--- src/sv/spq_pkg.sv ---
// Shared types and constants for the sorted priority queue.
// Item layouts, entry layout, status codes and controller/datapath command types.
// No dependencies.
package spq_pkg;

  // Store size and derived widths
  localparam int CAPACITY = 16;
  localparam int IDX_W    = (CAPACITY > 1) ? $clog2(CAPACITY) : 1;
  localparam int CNT_W    = $clog2(CAPACITY + 1);

  // Action codes
  localparam logic ACT_INSERT  = 1'b0;
  localparam logic ACT_EXTRACT = 1'b1;

  // Result status codes
  localparam logic [1:0] ST_DONE  = 2'd0;
  localparam logic [1:0] ST_EMPTY = 2'd1;
  localparam logic [1:0] ST_FULL  = 2'd2;

  typedef struct packed {
    logic               action;
    logic signed [31:0] key;
    logic signed [31:0] value;
  } req_t;

  typedef struct packed {
    logic        [1:0]  status;
    logic signed [31:0] out_key;
    logic signed [31:0] out_value;
    logic        [4:0]  entry_count;
  } rsp_t;

  typedef struct packed {
    logic signed [31:0] key;
    logic signed [31:0] value;
  } entry_t;

  // Controller states
  typedef enum logic [2:0] {
    S_IDLE,
    S_INS_READ,
    S_INS_WALK,
    S_INS_PUT,
    S_EXT_READ,
    S_EXT_WALK,
    S_RESULT
  } state_t;

  // Read address select
  typedef enum logic [1:0] {
    RA_TOP,   // last stored slot
    RA_ZERO,  // slot 0
    RA_DOWN,  // cur - 1
    RA_UP     // cur + 1
  } rd_sel_t;

  // Write address select
  typedef enum logic [1:0] {
    WA_ZERO,  // slot 0
    WA_DOWN,  // cur - 1
    WA_UP     // cur + 1
  } wr_sel_t;

  typedef struct packed {
    logic    load_item;  // take the new item, prime the result
    logic    rd_en;
    rd_sel_t rd_sel;
    logic    wr_en;
    wr_sel_t wr_sel;
    logic    wr_new;     // write the held item rather than the read data
    logic    cap_head;   // capture read data as the extracted entry
    logic    cnt_inc;
    logic    cnt_dec;
    logic    res_load;   // move the result into the output register
  } cmd_t;

  typedef struct packed {
    logic extract;   // action of the item at the input
    logic full;
    logic empty;
    logic less;      // read entry key is below the held key
    logic cur_zero;
    logic cur_last;
    logic out_free;
  } stat_t;

endpackage

--- src/sv/spq_ctrl.sv ---
// Controller state machine for the sorted priority queue.
// Sequences the insert walk and the extract shift; depends on spq_pkg.
module spq_ctrl (
  input  logic           clk,
  input  logic           rst,
  input  logic           req_valid,
  output logic           req_stall,
  input  spq_pkg::stat_t stat,
  output spq_pkg::cmd_t  cmd
);
  import spq_pkg::*;

  state_t state;
  state_t state_next;

  // State register
  always_ff @(posedge clk) begin
    if (rst) begin
      state <= S_IDLE;
    end else begin
      state <= state_next;
    end
  end

  // Next state
  always_comb begin
    state_next = state;
    unique case (state)
      S_IDLE: begin
        if (req_valid) begin
          if (stat.extract) begin
            state_next = stat.empty ? S_RESULT : S_EXT_READ;
          end else if (stat.full) begin
            state_next = S_RESULT;
          end else begin
            state_next = stat.empty ? S_INS_PUT : S_INS_READ;
          end
        end
      end
      S_INS_READ: state_next = S_INS_WALK;
      S_INS_WALK: begin
        if (stat.less) begin
          state_next = S_RESULT;
        end else if (stat.cur_zero) begin
          state_next = S_INS_PUT;
        end
      end
      S_INS_PUT:  state_next = S_RESULT;
      S_EXT_READ: state_next = S_EXT_WALK;
      S_EXT_WALK: begin
        if (stat.cur_last) begin
          state_next = S_RESULT;
        end
      end
      S_RESULT: begin
        if (stat.out_free) begin
          state_next = S_IDLE;
        end
      end
      default: state_next = S_IDLE;
    endcase
  end

  // Outputs
  always_comb begin
    cmd       = '0;
    cmd.rd_sel = RA_ZERO;
    cmd.wr_sel = WA_ZERO;
    req_stall = (state != S_IDLE);
    unique case (state)
      S_IDLE: begin
        cmd.load_item = req_valid;
      end
      S_INS_READ: begin
        cmd.rd_en  = 1'b1;
        cmd.rd_sel = RA_TOP;
      end
      S_INS_WALK: begin
        // Shift an entry not below the new key up one slot, or drop the new one in above it
        cmd.wr_en  = 1'b1;
        cmd.wr_sel = WA_UP;
        if (stat.less) begin
          cmd.wr_new  = 1'b1;
          cmd.cnt_inc = 1'b1;
        end else if (!stat.cur_zero) begin
          cmd.rd_en  = 1'b1;
          cmd.rd_sel = RA_DOWN;
        end
      end
      S_INS_PUT: begin
        cmd.wr_en   = 1'b1;
        cmd.wr_sel  = WA_ZERO;
        cmd.wr_new  = 1'b1;
        cmd.cnt_inc = 1'b1;
      end
      S_EXT_READ: begin
        cmd.rd_en  = 1'b1;
        cmd.rd_sel = RA_ZERO;
      end
      S_EXT_WALK: begin
        // Head goes to the result, every later entry moves down one slot
        if (stat.cur_zero) begin
          cmd.cap_head = 1'b1;
        end else begin
          cmd.wr_en  = 1'b1;
          cmd.wr_sel = WA_DOWN;
        end
        if (stat.cur_last) begin
          cmd.cnt_dec = 1'b1;
        end else begin
          cmd.rd_en  = 1'b1;
          cmd.rd_sel = RA_UP;
        end
      end
      S_RESULT: begin
        cmd.res_load = stat.out_free;
      end
      default: ;
    endcase
  end

endmodule

--- src/sv/spq_datapath.sv ---
// Datapath for the sorted priority queue: entry memory, walk pointer,
// entry count, held item and output register; depends on spq_pkg.
module spq_datapath (
  input  logic           clk,
  input  logic           rst,
  input  spq_pkg::req_t  req,
  output logic           rsp_valid,
  input  logic           rsp_stall,
  output spq_pkg::rsp_t  rsp,
  input  spq_pkg::cmd_t  cmd,
  output spq_pkg::stat_t stat
);
  import spq_pkg::*;

  entry_t             mem [CAPACITY];
  entry_t             rdata;
  logic [IDX_W-1:0]   cur;
  logic [CNT_W-1:0]   count;
  req_t               item;
  logic [1:0]         res_status;
  logic signed [31:0] res_key;
  logic signed [31:0] res_value;
  logic [IDX_W-1:0]   rd_addr;
  logic [IDX_W-1:0]   wr_addr;
  entry_t             wr_data;

  // Address and data selection
  always_comb begin
    unique case (cmd.rd_sel)
      RA_TOP:  rd_addr = IDX_W'(count - CNT_W'(1));
      RA_ZERO: rd_addr = '0;
      RA_DOWN: rd_addr = cur - IDX_W'(1);
      RA_UP:   rd_addr = cur + IDX_W'(1);
      default: rd_addr = '0;
    endcase
    unique case (cmd.wr_sel)
      WA_ZERO: wr_addr = '0;
      WA_DOWN: wr_addr = cur - IDX_W'(1);
      WA_UP:   wr_addr = cur + IDX_W'(1);
      default: wr_addr = '0;
    endcase
    wr_data = cmd.wr_new ? entry_t'{key: item.key, value: item.value} : rdata;
  end

  // Entry memory, one write and one registered read port
  always_ff @(posedge clk) begin
    if (cmd.wr_en) begin
      mem[wr_addr] <= wr_data;
    end
    if (cmd.rd_en) begin
      rdata <= mem[rd_addr];
    end
  end

  // Walk pointer follows the last read address
  always_ff @(posedge clk) begin
    if (cmd.rd_en) begin
      cur <= rd_addr;
    end
  end

  // Entry count
  always_ff @(posedge clk) begin
    if (rst) begin
      count <= '0;
    end else if (cmd.cnt_inc) begin
      count <= count + CNT_W'(1);
    end else if (cmd.cnt_dec) begin
      count <= count - CNT_W'(1);
    end
  end

  // Held item and pending result
  always_ff @(posedge clk) begin
    if (cmd.load_item) begin
      item      <= req;
      res_key   <= '0;
      res_value <= '0;
      if (req.action == ACT_EXTRACT && stat.empty) begin
        res_status <= ST_EMPTY;
      end else if (req.action == ACT_INSERT && stat.full) begin
        res_status <= ST_FULL;
      end else begin
        res_status <= ST_DONE;
      end
    end else if (cmd.cap_head) begin
      res_key   <= rdata.key;
      res_value <= rdata.value;
    end
  end

  // Output register
  always_ff @(posedge clk) begin
    if (rst) begin
      rsp_valid <= 1'b0;
    end else if (cmd.res_load) begin
      rsp_valid <= 1'b1;
    end else if (!rsp_stall) begin
      rsp_valid <= 1'b0;
    end
  end

  always_ff @(posedge clk) begin
    if (cmd.res_load) begin
      rsp.status      <= res_status;
      rsp.out_key     <= res_key;
      rsp.out_value   <= res_value;
      rsp.entry_count <= 5'(count);
    end
  end

  // Status to the controller
  always_comb begin
    stat.extract  = (req.action == ACT_EXTRACT);
    stat.full     = (count == CNT_W'(CAPACITY));
    stat.empty    = (count == '0);
    stat.less     = (rdata.key < item.key);
    stat.cur_zero = (cur == '0);
    stat.cur_last = (cur == IDX_W'(count - CNT_W'(1)));
    stat.out_free = !rsp_valid || !rsp_stall;
  end

endmodule

--- src/sv/sorted_priority_queue.sv ---
// Bounded min-priority queue of key/value entries kept in ascending key order.
// An insert walks down from the last stored entry, moving each entry whose key is not
// below the new one up one slot, and writes the new item above the first lower key or
// into slot 0; an extract returns slot 0 and moves every later entry down one slot. A
// full insert or an empty extract goes straight to the result. A new item is taken only
// in the idle state, entered as the last result moves into the output register.
// Synchronous reset empties the queue and clears the output; memory is not cleared.
module sorted_priority_queue (
  input  logic          clk,
  input  logic          rst,
  input  logic          req_valid,
  output logic          req_stall,
  input  spq_pkg::req_t req,
  output logic          rsp_valid,
  input  logic          rsp_stall,
  output spq_pkg::rsp_t rsp
);
  import spq_pkg::*;

  cmd_t  cmd;
  stat_t stat;

  // Controller
  spq_ctrl u_ctrl (
    .clk       (clk),
    .rst       (rst),
    .req_valid (req_valid),
    .req_stall (req_stall),
    .stat      (stat),
    .cmd       (cmd)
  );

  // Datapath
  spq_datapath u_datapath (
    .clk       (clk),
    .rst       (rst),
    .req       (req),
    .rsp_valid (rsp_valid),
    .rsp_stall (rsp_stall),
    .rsp       (rsp),
    .cmd       (cmd),
    .stat      (stat)
  );

endmodule

--- config.mk ---
export PLATFORM = sky130hd
export DESIGN_NAME = sorted_priority_queue
export DESIGN_NICKNAME = d
export VERILOG_FILES = /design/src/sv/spq_pkg.sv /design/src/sv/spq_ctrl.sv /design/src/sv/spq_datapath.sv /design/src/sv/sorted_priority_queue.sv
export SDC_FILE = /design/constraint.sdc
export NUM_CORES = 2
export LEC_CHECK = 0
export BUFFER_PORTS_ARGS = -buffer_cell sky130_fd_sc_hd__clkbuf_2
export CORE_ASPECT_RATIO = 1.25
export CORE_MARGIN = 10
export CORE_UTILIZATION = 45
export CTS_BUF_LIST = sky130_fd_sc_hd__clkbuf_4 sky130_fd_sc_hd__clkbuf_8
export DETAILED_ROUTE_END_ITERATION = 12
export SLEW_MARGIN = 20
export SYNTH_ARGS = -nofsm -noshare
export SYNTH_HDL_FRONTEND = slang
export SYNTH_SLANG_ARGS = --single-unit
--- constraint.sdc ---
create_clock -name clk -period 8 [get_ports clk]
set_clock_uncertainty 0.1 [all_clocks]
set_input_delay 0.8 -clock clk [delete_from_list [all_inputs] [get_ports clk]]
set_output_delay 0.8 -clock clk [all_outputs]
set_load 0.01 [all_outputs]
==> impl_results.md <==
- Cells after Synth: 3918
- Primary FF master, synth: edfxtp_1
- Via count: approximately 36k
- Net switching power: just over 10000 uW
- # clock sinks: 1302
- # rows: 142
- RSZ-0062 raised after global routing: false
- Final max-slew violation count: 0
- Setup crit end kind: flop
- DR WL/cell: 26.0 um
- CP Class: reg2reg
- Root buf cell: clkbuf_8
- Max clock buf depth: 3
- Final setup viols: 0
- # Max-Cap Violations: 0
- Syn Nets: 4025
- Post-CTS Resized: 0
- Ys Warns: 0
- Fmax achieved: 177 MHz
- Worst-margin pin slew: about 1.2 ns
- Setup TNS Final: 0 ns
- Period minus WS final: around 5.7 ns
- Clock transition at the registers of the reported paths: 0.06 ns
- Skew-Pair Late Insertion Delay: ~0.94 ns
- Detailed Route WL: 151000 um
- Share of cells above drive strength 1: ~16%
- CP required: approximately 8.6 ns
- Leakage dissipation: around 0.022 uW
- Sw Share: between 30% and 40%
- Synth cell types: 65
- Initial antenna violation count: 3
- Gr ovfl total: 0
- Top cell type's share of synthesized area: between 60% and 70%
- First-pass DRT Iterations: 6
- Most numerous cell in the Yosys netlist: edfxtp_1
- TritonCTS clock tree: yes
- Most area-consuming cells after synthesis: edfxtp_1 (68%), o21ai_0 (3.9%), o211a_1 (3.5%)
- Count of state elements after synthesis: 1302
- Synth area leader: edfxtp_1
- Number of nets in the final layout: roughly 4.2k
- CTS HTree Levels: 4
- I/O Pins: 142
- Die span in y: 409 um
- Die ar.: 0.135 mm2
- Min-Delay Path Class: in2reg
- Die width: 331 um
- Core area: roughly 0.12 mm2
- Sequential share of power: 38.5%
- CP startpoint kind: flop
- Largest net degree at the start of global routing: approximately 240
- WHS: 0.102 ns
- GPL Wtd Cong: 0.791
- DRC Markers: 0
- Comb power frac: about two fifths
- Worst Path Arrival: 6.21 ns
- Post-synth top cells: edfxtp_1 (1229), nand2_1 (441), o21ai_0 (424), clkbuf_1 (280), nand3_1 (196)
- Post-Syn Area: about 0.054 mm2
- Cell Int Power: approximately 16000 uW
- DR vias/cell: 6.14
- Post-synth EDFFs: roughly 1.2k
- Syn avg cell area: ~14 um2
- Global-route wire length before repair: roughly 220000 um
- Initial DRC count: 3740
- P per Cell Area: roughly 430 mW/mm2
- CP max FO: between 40 and 50
- Num CTS Buffers: roughly 200
- Post-CTS Setup Bufs: 0
- Fin. Hold Viols: 0
- Seq/Total Area, Yosys: between 70% and 80%
- Clock power share: 21.2%
- Period utilization: ~71%
- Final antenna-violating net count: 0
- Initial Util: between 40% and 50%
- Async S/R FF share, synth: 0%
- Vias in the first global route: roughly 34k
- Hpwl dp: approximately 73000 um
- Worst IR Drop VDD: slightly above 0.3 mV
- Slew headroom: 18.7%
- Status: complete, no violations
- Gr usage total: approximately 22%
- I/O Buffers: 141
- Layout area overhead: 12.8%
sequential cells by signal, indices dropped and copies added, names as in the netlist:
register / cells
u_datapath.res_key: 32
u_datapath.rdata: 64
u_datapath.rsp: 71
u_datapath.res_value: 32
u_datapath.res_status: 2
u_ctrl.state: 3
u_datapath.cur: 4
u_datapath.item: 64
u_datapath.count: 5
u_datapath.mem: 1024
u_datapath.rsp_valid: 1
cell families after synthesis:
| group | Yosys count | share of synthesized area (%) |
|---|---|---|
| DFF | 1302 | 70.6 |
| AOI/OAI and AO/OA | 1252 | 16.4 |
| and+or+nand+nor | 786 | 6.47 |
| buffers and inverters | 425 | 3.48 |
| muxes | 100 | 1.92 |
| adders and majority gates | 38 | 0.875 |
| xor gates and xnor gates | 15 | 0.267 |
power groups by stage:
stage	Combinational (uW)	Sequential, uW	Clock (uW)
3_5_place_dp	10600	10400	0
6_report	10800	10300	5660
5_1_grt	11600	10300	6070
2_1_floorplan	7340	10300	0
3_3_place_gp	10500	10400	0
4_1_cts	10700	10200	5760
per-stage QoR:
| step | setup WS, ns | cell area [um2] | util [%] | power [uW] | std cells |
|---|---|---|---|---|---|
| 2_1_floorplan | 1.84 | 54300 | - | 17700 | 3918 |
| 3_3_place_gp | 2.36 | 56400 | 47.1 | 20900 | 5366 |
| 3_5_place_dp | 2.37 | 56500 | 47.1 | 21000 | 5368 |
| 4_1_cts | 2.36 | 61300 | 51.1 | 26700 | 5794 |
| 5_1_grt | 2.26 | 61300 | 51.1 | 28000 | 5799 |
| 6_report | 2.34 | 61300 | 51.1 | 26700 | 5799 |
metal layers:
metal / global-route usage (%) / part of all wire (%) / vias up
met4: 7.73 / 3.0 / 0
li1: - / - / 15722
met2: 34.8 / 48 / 1589
met1: 29.6 / 41 / 18030
met3: 4.32 / 7.9 / 292
met5: 0 / 0 / -
worst max-delay path, cell delays in order (launching register included):
cell	delay, ns
edfxtp_1	0.50
ha_1	0.31
a2111oi_0	1.01
o32a_1	0.48
a21oi_2	0.20
o31a_2	0.45
nor2_8	0.79
clkinv_2	0.52
buf_4	0.45
a21oi_1	0.23
a221o_1	0.19
nand4_1	0.10
layout by cell type (no fill, tap or decap), types with 11 or more instances in the layout:
cell type / count
edfxtp_1: 1229
ha_1: 38
nand2_1: 440
mux2i_1: 66
nor2_1: 19
a22oi_1: 193
clkinv_2: 19
nor2_4: 18
dfxtp_1: 73
clkbuf_2: 141
o21ai_0: 417
xnor2_1: 11
nand4_1: 69
nand3_1: 196
o211a_1: 192
clkinv_1: 23
a221o_1: 65
buf_12: 12
clkbuf_4: 77
a21oi_1: 149
a32oi_1: 192
dlygate4sd3_1: 64
mux2_2: 34
clkbuf_8: 224
inv_1: 44
buf_4: 90
layout make-up:
cell class / instances / area (um2)
repair buffers: 310 / 2340
fillers: 10097 / 58600
clock buffers: 301 / 3660
diodes: 3 / 7.51
clock inverters: 61 / 448
well taps: 1584 / 1980
inverters: 47 / 188
flip-flops and latches: 1302 / 38400
multi-input cells: 2191 / 14300
worst paths after layout:
check	startpoint	end	slack, ns	depth (start not counted)
max	u_datapath.rdata[35]	u_datapath.rdata[2]	2.34	11
max reg2reg	u_datapath.rdata[35]	u_datapath.rdata[2]	2.34	11
min reg2reg	u_datapath.res_value[29]	u_datapath.rsp[34]	0.32	0
min	rsp_stall	u_datapath.rsp_valid	0.10	3
timing repair:
action,4_1_cts,5_1_grt
endpoints found under the setup margin,0,0
hold endpoints to repair,64,0
hold buffers,64,0
No activity file was read; power rests on OpenSTA's default activity.
